$ cat src/hw/rtl/lpr_pkg.sv
package lpr_pkg;

   // Operation codes of a request transaction
   typedef enum logic {
      OP_START = 1'b0,
      OP_STEP  = 1'b1
   } op_type;

   // Configuration register indexes
   typedef enum logic {
      REG_CANVAS_WIDTH  = 1'b0,
      REG_CANVAS_HEIGHT = 1'b1
   } reg_index_type;

   localparam int DIM_BITS         = 9;
   localparam int BYTE_INDEX_BITS  = 13;
   localparam int MASK_BITS        = 8;
   localparam int PAGE_SHIFT       = 3;
   localparam int ROW_SEL_BITS     = 3;

   localparam logic [DIM_BITS-1:0] WIDTH_RESET  = 9'd128;
   localparam logic [DIM_BITS-1:0] HEIGHT_RESET = 9'd64;

   // Per-pixel status carried from the stepper to the address stage
   typedef struct packed {
      logic active;
      logic visible;
      logic value;
      logic last;
   } pix_flags_type;

endpackage

$ cat src/hw/rtl/lpr_setup.sv
module lpr_setup import lpr_pkg::*; #(
   parameter int COORD_BITS = 12
) (
   input  logic                         clock,
   input  logic                         reset,
   input  logic                         in_valid,
   output logic                         in_ready,
   input  logic                         in_op,
   input  logic signed [COORD_BITS-1:0] in_x_start,
   input  logic signed [COORD_BITS-1:0] in_y_start,
   input  logic signed [COORD_BITS-1:0] in_x_end,
   input  logic signed [COORD_BITS-1:0] in_y_end,
   input  logic                         in_value,
   output logic                         out_valid,
   input  logic                         out_ready,
   output logic                         out_op,
   output logic signed [COORD_BITS-1:0] out_x,
   output logic signed [COORD_BITS-1:0] out_y,
   output logic signed [COORD_BITS-1:0] out_tx,
   output logic signed [COORD_BITS-1:0] out_ty,
   output logic signed [COORD_BITS:0]   out_span_x,
   output logic signed [COORD_BITS:0]   out_neg_span_y,
   output logic signed [COORD_BITS+1:0] out_err,
   output logic                         out_dir_x,
   output logic                         out_dir_y,
   output logic                         out_value
);

   logic                         valid_ff, valid_in;
   logic                         op_ff;
   logic signed [COORD_BITS-1:0] x_ff, y_ff, tx_ff, ty_ff;
   logic signed [COORD_BITS:0]   span_x_ff, span_x_in;
   logic signed [COORD_BITS:0]   nsy_ff, nsy_in;
   logic signed [COORD_BITS+1:0] err_ff, err_in;
   logic                         dir_x_ff, dir_x_in, dir_y_ff, dir_y_in;
   logic                         value_ff;
   logic signed [COORD_BITS:0]   dx, dy;
   logic                         take;

   assign in_ready = !valid_ff || out_ready;
   assign take     = in_valid && in_ready;

   // Span and initial error of a new line
   always_comb begin
      dx        = (COORD_BITS+1)'(in_x_end) - (COORD_BITS+1)'(in_x_start);
      dy        = (COORD_BITS+1)'(in_y_end) - (COORD_BITS+1)'(in_y_start);
      span_x_in = dx[COORD_BITS] ? -dx : dx;
      nsy_in    = dy[COORD_BITS] ? dy : -dy;
      dir_x_in  = dx[COORD_BITS] || (dx == '0);
      dir_y_in  = dy[COORD_BITS] || (dy == '0);
      err_in    = (COORD_BITS+2)'(span_x_in) + (COORD_BITS+2)'(nsy_in);
   end

   // Hold the stage until the stepper takes it
   always_comb begin
      valid_in = valid_ff;
      if (take) begin
         valid_in = 1'b1;
      end else if (out_ready) begin
         valid_in = 1'b0;
      end
   end

   always_ff @(posedge clock) begin
      if (reset) begin
         valid_ff <= 1'b0;
      end else begin
         valid_ff <= valid_in;
      end
   end

   always_ff @(posedge clock) begin
      if (take) begin
         op_ff     <= in_op;
         x_ff      <= in_x_start;
         y_ff      <= in_y_start;
         tx_ff     <= in_x_end;
         ty_ff     <= in_y_end;
         span_x_ff <= span_x_in;
         nsy_ff    <= nsy_in;
         err_ff    <= err_in;
         dir_x_ff  <= dir_x_in;
         dir_y_ff  <= dir_y_in;
         value_ff  <= in_value;
      end
   end

   assign out_valid      = valid_ff;
   assign out_op         = op_ff;
   assign out_x          = x_ff;
   assign out_y          = y_ff;
   assign out_tx         = tx_ff;
   assign out_ty         = ty_ff;
   assign out_span_x     = span_x_ff;
   assign out_neg_span_y = nsy_ff;
   assign out_err        = err_ff;
   assign out_dir_x      = dir_x_ff;
   assign out_dir_y      = dir_y_ff;
   assign out_value      = value_ff;

endmodule

$ cat src/hw/rtl/lpr_stepper.sv
module lpr_stepper import lpr_pkg::*; #(
   parameter int COORD_BITS = 12
) (
   input  logic                         clock,
   input  logic                         reset,
   input  logic [DIM_BITS-1:0]          canvas_width,
   input  logic [DIM_BITS-1:0]          canvas_height,
   input  logic                         in_valid,
   output logic                         in_ready,
   input  logic                         in_op,
   input  logic signed [COORD_BITS-1:0] in_x,
   input  logic signed [COORD_BITS-1:0] in_y,
   input  logic signed [COORD_BITS-1:0] in_tx,
   input  logic signed [COORD_BITS-1:0] in_ty,
   input  logic signed [COORD_BITS:0]   in_span_x,
   input  logic signed [COORD_BITS:0]   in_neg_span_y,
   input  logic signed [COORD_BITS+1:0] in_err,
   input  logic                         in_dir_x,
   input  logic                         in_dir_y,
   input  logic                         in_value,
   output logic                         out_valid,
   input  logic                         out_ready,
   output logic signed [COORD_BITS-1:0] out_x,
   output logic signed [COORD_BITS-1:0] out_y,
   output pix_flags_type                out_flags
);

   localparam int UW = (COORD_BITS > DIM_BITS) ? COORD_BITS : DIM_BITS;

   // Line state
   logic                         active_ff, active_in;
   logic signed [COORD_BITS-1:0] cur_x_ff, cur_x_in, cur_y_ff, cur_y_in;
   logic signed [COORD_BITS-1:0] tgt_x_ff, tgt_x_in, tgt_y_ff, tgt_y_in;
   logic signed [COORD_BITS:0]   span_x_ff, span_x_in, nsy_ff, nsy_in;
   logic signed [COORD_BITS+1:0] err_ff, err_in;
   logic                         dir_x_ff, dir_x_in, dir_y_ff, dir_y_in;
   logic                         value_ff, value_in;

   // Pixel register
   logic                         valid_ff, valid_in;
   logic signed [COORD_BITS-1:0] pix_x_ff, pix_x_in, pix_y_ff, pix_y_in;
   pix_flags_type                flags_ff, flags_in;

   logic                         take, start, busy, last, on_canvas;
   logic                         move_x, move_y;
   logic signed [COORD_BITS+2:0] twice;
   logic [UW-1:0]                x_u, y_u;

   assign in_ready = !valid_ff || out_ready;
   assign take     = in_valid && in_ready;
   assign start    = (in_op == OP_START);
   assign busy     = start || active_ff;

   // Pick freshly set up line or the running one
   always_comb begin
      tgt_x_in  = start ? in_tx         : tgt_x_ff;
      tgt_y_in  = start ? in_ty         : tgt_y_ff;
      span_x_in = start ? in_span_x     : span_x_ff;
      nsy_in    = start ? in_neg_span_y : nsy_ff;
      dir_x_in  = start ? in_dir_x      : dir_x_ff;
      dir_y_in  = start ? in_dir_y      : dir_y_ff;
      value_in  = start ? in_value      : value_ff;
      pix_x_in  = start ? in_x          : cur_x_ff;
      pix_y_in  = start ? in_y          : cur_y_ff;
   end

   // Clip and endpoint check of the current pixel
   always_comb begin
      x_u       = UW'(unsigned'(pix_x_in));
      y_u       = UW'(unsigned'(pix_y_in));
      last      = (pix_x_in == tgt_x_in) && (pix_y_in == tgt_y_in);
      on_canvas = !pix_x_in[COORD_BITS-1] && !pix_y_in[COORD_BITS-1] &&
                  (x_u < UW'(canvas_width)) && (y_u < UW'(canvas_height));
   end

   // Advance one Bresenham step
   always_comb begin
      twice    = {(start ? in_err : err_ff), 1'b0};
      twice    = $signed({twice[COORD_BITS+2], twice[COORD_BITS+1:0]});
      move_x   = twice >= (COORD_BITS+3)'(nsy_in);
      move_y   = twice <= (COORD_BITS+3)'(span_x_in);
      err_in   = start ? in_err : err_ff;
      cur_x_in = pix_x_in;
      cur_y_in = pix_y_in;
      if (move_x) begin
         err_in   = err_in + (COORD_BITS+2)'(nsy_in);
         cur_x_in = dir_x_in ? pix_x_in - COORD_BITS'(1) : pix_x_in + COORD_BITS'(1);
      end
      if (move_y) begin
         err_in   = err_in + (COORD_BITS+2)'(span_x_in);
         cur_y_in = dir_y_in ? pix_y_in - COORD_BITS'(1) : pix_y_in + COORD_BITS'(1);
      end
      if (last) begin
         err_in   = start ? in_err : err_ff;
         cur_x_in = pix_x_in;
         cur_y_in = pix_y_in;
      end
      active_in = !last;
   end

   // Result of this transaction; zeros while idle
   always_comb begin
      flags_in.active  = busy;
      flags_in.visible = busy && on_canvas;
      flags_in.value   = busy && value_in;
      flags_in.last    = busy && last;
      valid_in         = valid_ff;
      if (take) begin
         valid_in = 1'b1;
      end else if (out_ready) begin
         valid_in = 1'b0;
      end
   end

   always_ff @(posedge clock) begin
      if (reset) begin
         valid_ff  <= 1'b0;
         active_ff <= 1'b0;
      end else begin
         valid_ff <= valid_in;
         if (take && busy) begin
            active_ff <= active_in;
         end
      end
   end

   always_ff @(posedge clock) begin
      if (take) begin
         pix_x_ff <= busy ? pix_x_in : '0;
         pix_y_ff <= busy ? pix_y_in : '0;
         flags_ff <= flags_in;
      end
      if (take && busy) begin
         cur_x_ff  <= cur_x_in;
         cur_y_ff  <= cur_y_in;
         tgt_x_ff  <= tgt_x_in;
         tgt_y_ff  <= tgt_y_in;
         span_x_ff <= span_x_in;
         nsy_ff    <= nsy_in;
         err_ff    <= err_in;
         dir_x_ff  <= dir_x_in;
         dir_y_ff  <= dir_y_in;
         value_ff  <= value_in;
      end
   end

   assign out_valid = valid_ff;
   assign out_x     = pix_x_ff;
   assign out_y     = pix_y_ff;
   assign out_flags = flags_ff;

endmodule

$ cat src/hw/rtl/lpr_address.sv
module lpr_address import lpr_pkg::*; #(
   parameter int COORD_BITS = 12
) (
   input  logic                         clock,
   input  logic                         reset,
   input  logic [DIM_BITS-1:0]          canvas_width,
   input  logic                         in_valid,
   output logic                         in_ready,
   input  logic signed [COORD_BITS-1:0] in_x,
   input  logic signed [COORD_BITS-1:0] in_y,
   input  pix_flags_type                in_flags,
   output logic                         out_valid,
   input  logic                         out_ready,
   output logic signed [COORD_BITS-1:0] out_x,
   output logic signed [COORD_BITS-1:0] out_y,
   output logic [BYTE_INDEX_BITS-1:0]   out_index,
   output logic [MASK_BITS-1:0]         out_mask,
   output pix_flags_type                out_flags
);

   localparam int UW = (COORD_BITS > DIM_BITS) ? COORD_BITS : DIM_BITS;

   logic                         valid_ff, valid_in;
   logic signed [COORD_BITS-1:0] x_ff, y_ff;
   logic [BYTE_INDEX_BITS-1:0]   index_ff, index_in;
   logic [MASK_BITS-1:0]         mask_ff, mask_in;
   pix_flags_type                flags_ff;
   logic                         take;
   logic [UW-1:0]                x_u, y_u;
   logic [DIM_BITS-1:0]          page, col;
   logic [2*DIM_BITS-1:0]        product, sum;

   assign in_ready = !valid_ff || out_ready;
   assign take     = in_valid && in_ready;

   // Page-organized byte address and row mask; zero when clipped
   always_comb begin
      x_u     = UW'(unsigned'(in_x));
      y_u     = UW'(unsigned'(in_y));
      page    = DIM_BITS'(y_u >> PAGE_SHIFT);
      col     = DIM_BITS'(x_u);
      product = (2*DIM_BITS)'(page) * (2*DIM_BITS)'(canvas_width);
      sum     = product + (2*DIM_BITS)'(col);
      if (in_flags.visible) begin
         index_in = BYTE_INDEX_BITS'(sum);
         mask_in  = MASK_BITS'(1) << y_u[ROW_SEL_BITS-1:0];
      end else begin
         index_in = '0;
         mask_in  = '0;
      end
   end

   // Hold the result until the consumer takes it
   always_comb begin
      valid_in = valid_ff;
      if (take) begin
         valid_in = 1'b1;
      end else if (out_ready) begin
         valid_in = 1'b0;
      end
   end

   always_ff @(posedge clock) begin
      if (reset) begin
         valid_ff <= 1'b0;
      end else begin
         valid_ff <= valid_in;
      end
   end

   always_ff @(posedge clock) begin
      if (take) begin
         x_ff     <= in_x;
         y_ff     <= in_y;
         index_ff <= index_in;
         mask_ff  <= mask_in;
         flags_ff <= in_flags;
      end
   end

   assign out_valid = valid_ff;
   assign out_x     = x_ff;
   assign out_y     = y_ff;
   assign out_index = index_ff;
   assign out_mask  = mask_ff;
   assign out_flags = flags_ff;

endmodule

$ cat src/hw/rtl/line_pixel_rasterizer_top.sv
// Bresenham line generator for a page-organized monochrome framebuffer (eight rows
// per byte). A start transaction loads both endpoints and the draw value and returns
// the first pixel; each step transaction returns the next pixel, with last set at
// the second endpoint, after which step transactions return an all-zero result with
// active low until the next start. A start always drops any running line. Each result
// gives the pixel, a clip flag against canvas_width/canvas_height (CSR 0 and 1), the
// byte index width*(y/8)+x and the one-hot row mask; both are zero for clipped pixels.
// One transaction is accepted per clock unless rsp_ready stalls the pipeline; its result
// passes through three register stages: a setup register, the stepper whose error
// update is combinational, and the address register with the page-times-width
// multiply. Write the CSRs only while idle.
module line_pixel_rasterizer_top import lpr_pkg::*; #(
   parameter int COORD_BITS = 12
) (
   input  logic                         clock,
   input  logic                         reset,
   input  logic                         csr_write,
   input  logic                         csr_index,
   input  logic [DIM_BITS-1:0]          csr_data,
   input  logic                         req_valid,
   output logic                         req_ready,
   input  logic                         req_operation,
   input  logic signed [COORD_BITS-1:0] req_x_start,
   input  logic signed [COORD_BITS-1:0] req_y_start,
   input  logic signed [COORD_BITS-1:0] req_x_end,
   input  logic signed [COORD_BITS-1:0] req_y_end,
   input  logic                         req_pixel_on,
   output logic                         rsp_valid,
   input  logic                         rsp_ready,
   output logic                         rsp_active,
   output logic                         rsp_inside_res,
   output logic signed [COORD_BITS-1:0] rsp_pixel_x,
   output logic signed [COORD_BITS-1:0] rsp_pixel_y,
   output logic [BYTE_INDEX_BITS-1:0]   rsp_byte_index,
   output logic [MASK_BITS-1:0]         rsp_bit_mask,
   output logic                         rsp_draw_value,
   output logic                         rsp_last
);

   logic [DIM_BITS-1:0]          width_ff, height_ff;

   logic                         s1_valid, s1_ready, s1_op, s1_dir_x, s1_dir_y, s1_value;
   logic signed [COORD_BITS-1:0] s1_x, s1_y, s1_tx, s1_ty;
   logic signed [COORD_BITS:0]   s1_span_x, s1_nsy;
   logic signed [COORD_BITS+1:0] s1_err;

   logic                         s2_valid, s2_ready;
   logic signed [COORD_BITS-1:0] s2_x, s2_y;
   pix_flags_type                s2_flags, s3_flags;

   // Canvas size registers
   always_ff @(posedge clock) begin
      if (reset) begin
         width_ff  <= WIDTH_RESET;
         height_ff <= HEIGHT_RESET;
      end else if (csr_write) begin
         case (reg_index_type'(csr_index))
            REG_CANVAS_WIDTH:  width_ff  <= csr_data;
            REG_CANVAS_HEIGHT: height_ff <= csr_data;
            default: ;
         endcase
      end
   end

   lpr_setup #(.COORD_BITS(COORD_BITS)) u_setup (
      .clock          (clock),
      .reset          (reset),
      .in_valid       (req_valid),
      .in_ready       (req_ready),
      .in_op          (req_operation),
      .in_x_start     (req_x_start),
      .in_y_start     (req_y_start),
      .in_x_end       (req_x_end),
      .in_y_end       (req_y_end),
      .in_value       (req_pixel_on),
      .out_valid      (s1_valid),
      .out_ready      (s1_ready),
      .out_op         (s1_op),
      .out_x          (s1_x),
      .out_y          (s1_y),
      .out_tx         (s1_tx),
      .out_ty         (s1_ty),
      .out_span_x     (s1_span_x),
      .out_neg_span_y (s1_nsy),
      .out_err        (s1_err),
      .out_dir_x      (s1_dir_x),
      .out_dir_y      (s1_dir_y),
      .out_value      (s1_value)
   );

   lpr_stepper #(.COORD_BITS(COORD_BITS)) u_stepper (
      .clock         (clock),
      .reset         (reset),
      .canvas_width  (width_ff),
      .canvas_height (height_ff),
      .in_valid      (s1_valid),
      .in_ready      (s1_ready),
      .in_op         (s1_op),
      .in_x          (s1_x),
      .in_y          (s1_y),
      .in_tx         (s1_tx),
      .in_ty         (s1_ty),
      .in_span_x     (s1_span_x),
      .in_neg_span_y (s1_nsy),
      .in_err        (s1_err),
      .in_dir_x      (s1_dir_x),
      .in_dir_y      (s1_dir_y),
      .in_value      (s1_value),
      .out_valid     (s2_valid),
      .out_ready     (s2_ready),
      .out_x         (s2_x),
      .out_y         (s2_y),
      .out_flags     (s2_flags)
   );

   lpr_address #(.COORD_BITS(COORD_BITS)) u_address (
      .clock        (clock),
      .reset        (reset),
      .canvas_width (width_ff),
      .in_valid     (s2_valid),
      .in_ready     (s2_ready),
      .in_x         (s2_x),
      .in_y         (s2_y),
      .in_flags     (s2_flags),
      .out_valid    (rsp_valid),
      .out_ready    (rsp_ready),
      .out_x        (rsp_pixel_x),
      .out_y        (rsp_pixel_y),
      .out_index    (rsp_byte_index),
      .out_mask     (rsp_bit_mask),
      .out_flags    (s3_flags)
   );

   assign rsp_active     = s3_flags.active;
   assign rsp_inside_res = s3_flags.visible;
   assign rsp_draw_value = s3_flags.value;
   assign rsp_last       = s3_flags.last;

endmodule
$ cat config.mk
export PLATFORM = sky130hd
export DESIGN_NAME = line_pixel_rasterizer_top
export DESIGN_NICKNAME = d
export VERILOG_FILES = /design/src/hw/rtl/lpr_pkg.sv /design/src/hw/rtl/lpr_setup.sv /design/src/hw/rtl/lpr_stepper.sv /design/src/hw/rtl/lpr_address.sv /design/src/hw/rtl/line_pixel_rasterizer_top.sv
export SDC_FILE = /design/constraint.sdc
export NUM_CORES = 1
export LEC_CHECK = 0
export ABC_AREA = 1
export BUFFER_PORTS_ARGS = -buffer_cell sky130_fd_sc_hd__buf_2
export CAP_MARGIN = 0
export CORE_MARGIN = 1
export CORE_UTILIZATION = 67
export CTS_CLUSTER_SIZE = 24
export DETAILED_ROUTE_END_ITERATION = 8
export GPL_TIMING_DRIVEN = 0
export PLACE_DENSITY_LB_ADDON = 0.3
export SYNTH_ARGS = -nofsm -noshare
export SYNTH_HDL_FRONTEND = slang
export SYNTH_SLANG_ARGS = --single-unit
$ cat constraint.sdc
create_clock -name clock -period 11.24 [get_ports clock]
set_input_delay 2.248 -clock clock [delete_from_list [all_inputs] [get_ports clock]]
set_output_delay 2.248 -clock clock [all_outputs]
set_load 0.01 [all_outputs]
==> metrics.yaml <==
sta:
  final.period_utilization_pct: 58.36
  setup_viol: 0
  whs_ns: 0.4208
  relSlewSlack_pct: 24.69
  worst_pin_slew_ns: 1.128
  rsz0062_at_grt: "false"
  period_needed_ns: 6.560
  setup_tns_ns: 0
  max_freq_mhz: 152.4
  finalHoldViolations: 0
  finClkSkew_ns: 0.02230
  final_max_slew_viol_count: 0
global_route:
  antenna_found_initial: 0
  gr-total-overflow: 0
  grt_usage_pct: 34.39
  grt_pass1_wl_microns: 76290
  grt_pass1_vias: 14862
  grt_max_degree: 80
worst_setup_path:
  ff2ff_path_depth: 29
  r2r_end: "u_stepper.err_ff[12]"
  reg2reg_from: "u_setup.out_op"
  cp-start-kind: "flip-flop"
  worst-endpoint-required_ns: 11.54
  end_kind: "flip-flop"
  reg2reg_setup_slack_ns: 4.68
  critPathMaxStageDelay_ns: 0.50
  crit_type: "flip-flop to flip-flop"
  worst-path-max-fanout: 10
  worstPathArrival_ns: 6.86
  cp_slowest_cell: "clkbuf_1"
  cp_top_family: "buffers and inverters"
  cp_num_buf_inv: 8
  cp_common_cell: "nand2_1"
outcome:
  status: "complete, no violations"
min_path:
  min_from: "u_stepper.out_flags[1]"
  hold_end: "u_address.out_flags[1]"
  holdPathStages: 0
  min_path_type: "flip-flop to flip-flop"
power:
  ir_drop_v: 0.0001596
  p_leak_nw: 9.948
  power_density_nw_per_um2: 192.1
layout:
  final_nets: 2563
  diodes: 0
  finalNonFillerCells: 2681
  syn_to_final_growth_pct: 11.16
  fin_area_sq_um: 21010
  utilization_pct: 75.61
  drive_above_1_share_pct: 9.770
  fillers: 2010
floorplan:
  core-area_sq_um: 27780
  die-height_microns: 169.9
  die_area_sq_um: 28880
  io_pins: 116
  fp.dieW_microns: 169.9
  start_util_pct: 68.02
  rows: 61
clock_tree:
  h-tree-depth: 1
  clock_latency_ns: 0.57
  post-cts-setup-buffer-count: 0
  cts_max_path_buffers: 3
  cts.sinks: 282
  cts_hold_buf: 0
  cts_buffers: 29
  root_buffer: "clkbuf_16"
  tritoncts: "done"
  path_clk_slew_ns: 0.06
  post_cts_resized: 0
synthesis:
  async_flop_share_pct: 0
  syn_avg_cell_area_sq_um: 8.872
  synth_fp_nets: 2412
  synth-main-ff-cell: "edfxtp_1"
  yosys_warnings: 0
  synth_area_sq_um: 18900
  yosysSeqAreaShare_pct: 43.65
  synth_cell_types: 45
  synth-seq-cells: 282
  synth-edff-count: 260
  syn_inst: 2130
run:
  drv_cap: 0
placement:
  gp_congestion: 0.9673
  dp_cells: 2628
  dpl_cell_area_sq_um: 20080
  port_buffers: 115
  dp_hpwl_microns: 37910
detailed_routing:
  vias_per_cell: 5.775
  wl_per_cell_microns: 18.29
  dr_total_vias: 15482
  wirelength_microns: 49030
  firstDrtPassIters: 7
  drt-initial-drc-count: 1620
  drt.antenna.violating_nets: 0
  drc: 0
==> metrics by stage <==
stage | power [mW] | setup slack [ns]
2_1_floorplan | 2.599 | 4.335
3_3_place_gp | 2.960 | 2.210
3_5_place_dp | 3.035 | 4.302
4_1_cts | 4.000 | 4.833
5_1_grt | 4.274 | 4.306
6_report | 4.034 | 4.680
==> registers in the layout (all words and copies together) (netlist names), 9 cells and up <==
signal	count
u_setup.out_ty	12
u_setup.out_span_x	13
width_ff	9
u_setup.out_err	14
u_setup.out_y	12
u_stepper.tgt_y_ff	12
u_stepper.tgt_x_ff	12
u_stepper.out_y	12
u_stepper.span_x_ff	13
u_setup.out_tx	12
u_stepper.out_x	12
u_stepper.cur_y_ff	12
height_ff	9
u_setup.out_x	12
u_stepper.err_ff	14
u_address.out_y	12
u_stepper.cur_x_ff	12
u_address.out_index	13
u_setup.out_neg_span_y	13
u_stepper.nsy_ff	13
u_address.out_x	12
==> cells in the mapped netlist, types with 2 or more instances <==
| library cell | count | area, sq um |
|---|---|---|
| or2_2 | 37 | 231.5 |
| or2_0 | 3 | 18.77 |
| a21oi_1 | 126 | 630.6 |
| xnor2_1 | 44 | 385.4 |
| buf_2 | 13 | 65.06 |
| edfxtp_1 | 260 | 7807 |
| xor2_1 | 56 | 490.5 |
| and2_1 | 5 | 31.28 |
| nand2_1 | 566 | 2125 |
| inv_1 | 328 | 1231 |
| a211oi_1 | 2 | 15.01 |
| dfxtp_1 | 22 | 440.4 |
| nand3b_1 | 7 | 52.55 |
| o21bai_1 | 9 | 67.56 |
| nor3_1 | 20 | 100.1 |
| nand3_1 | 77 | 385.4 |
| nor4_1 | 6 | 37.54 |
| nand4_1 | 20 | 125.1 |
| buf_4 | 3 | 22.52 |
| clkbuf_1 | 32 | 120.1 |
| a21boi_0 | 5 | 37.54 |
| o21ai_1 | 26 | 130.1 |
| nor2_1 | 90 | 337.8 |
| a31oi_1 | 7 | 43.79 |
| o211a_1 | 2 | 20.02 |
| a21o_1 | 9 | 67.56 |
| fa_1 | 54 | 1081 |
| nand2_2 | 2 | 12.51 |
| inv_2 | 5 | 18.77 |
| o21a_1 | 4 | 30.03 |
| nor4_2 | 2 | 25.02 |
| o21ai_0 | 109 | 545.5 |
| ha_1 | 163 | 2039 |
| o211ai_1 | 5 | 37.54 |
==> worst reg2reg max path, delay by kind of cell, from the launching register on <==
kind | cells | cell delay (ns)
AOI/OAI and AO/OA | 4 | 0.73
xor gates and xnor gates | 1 | 0.07
adders and majority gates | 3 | 1.01
buffers and inverters | 8 | 2.34
DFF | 1 | 0.45
and+or+nand+nor | 13 | 1.71
==> worst max path at each step <==
stage	startpoint	endpoint	slack [ns]	cells after the start
finish	u_setup.out_op	u_stepper.err_ff[12]	4.68	29
global placement	rsp_ready	u_stepper.cur_x_ff[5]	2.21	7
global route	u_setup.out_op	u_stepper.err_ff[12]	4.31	29
CTS	u_setup.out_op	u_stepper.err_ff[12]	4.83	29
floorplan	rsp_ready	u_stepper.cur_x_ff[0]	4.34	6
detailed placement	req_x_end[0]	u_setup.out_err[12]	4.30	29
==> where the power goes <==
group | internal (mW) | leakage, nW | switching (mW) | total, mW
Clock | 0.543 | 0.443 | 0.408 | 0.951
Sequential | 1.32 | 2.64 | 0.0509 | 1.37
Combinational | 0.609 | 6.87 | 1.10 | 1.71
Total | 2.48 | 9.95 | 1.56 | 4.03
==> logic make-up (layout without fill, tap and decap cells) <==
kind of cell    after synthesis  in the layout  share of synthesized area, %
simple gates                838            838                         18.56
xor+xnor                    100            100                         4.635
buf+inv                     382            555                         7.734
mux                           1              1                       0.05297
flops                       282            282                         43.65
fa+ha+maj                   217            217                         16.51
compound gates              310            310                         8.859
==> metal layers <==
metal | track usage (%) | vias to the layer above | wire length [microns]
met5 | 0 | - | 0
met1 | 45.67 | 7255 | 20030
met2 | 56.74 | 807 | 22660
met4 | 15.16 | 0 | 2105
li1 | - | 7308 | -
met3 | 4.372 | 112 | 4239
==> layout by cell type (no fill, tap or decap), types with 20 or more instances in the layout <==
cell type / netlist / final
nand3_1: 77 / 77
fa_1: 54 / 54
a21oi_1: 126 / 125
nand4_1: 20 / 20
ha_1: 163 / 163
clkbuf_1: 32 / 38
nor3_1: 20 / 20
o21ai_1: 26 / 26
or2_2: 37 / 37
nor2_1: 90 / 89
buf_2: 13 / 128
o21ai_0: 109 / 109
xor2_1: 56 / 56
xnor2_1: 44 / 44
clkbuf_16: 0 / 29
dfxtp_1: 22 / 22
inv_1: 328 / 327
edfxtp_1: 260 / 260
nand2_1: 566 / 566
==> area by class of cell <==
type | instances | area, sq um | area share (%)
well taps | 378 | 473.0 | 2.252
multi-input cells | 1466 | 9206 | 43.83
inverters | 333 | 1252 | 5.963
flip-flops and latches | 282 | 8248 | 39.27
repair buffers | 120 | 690.7 | 3.288
plain buffers | 49 | 211.5 | 1.007
clock inverters | 18 | 175.2 | 0.8339
clock buffers | 35 | 748.2 | 3.562
No activity file was read; power rests on OpenSTA's default activity.
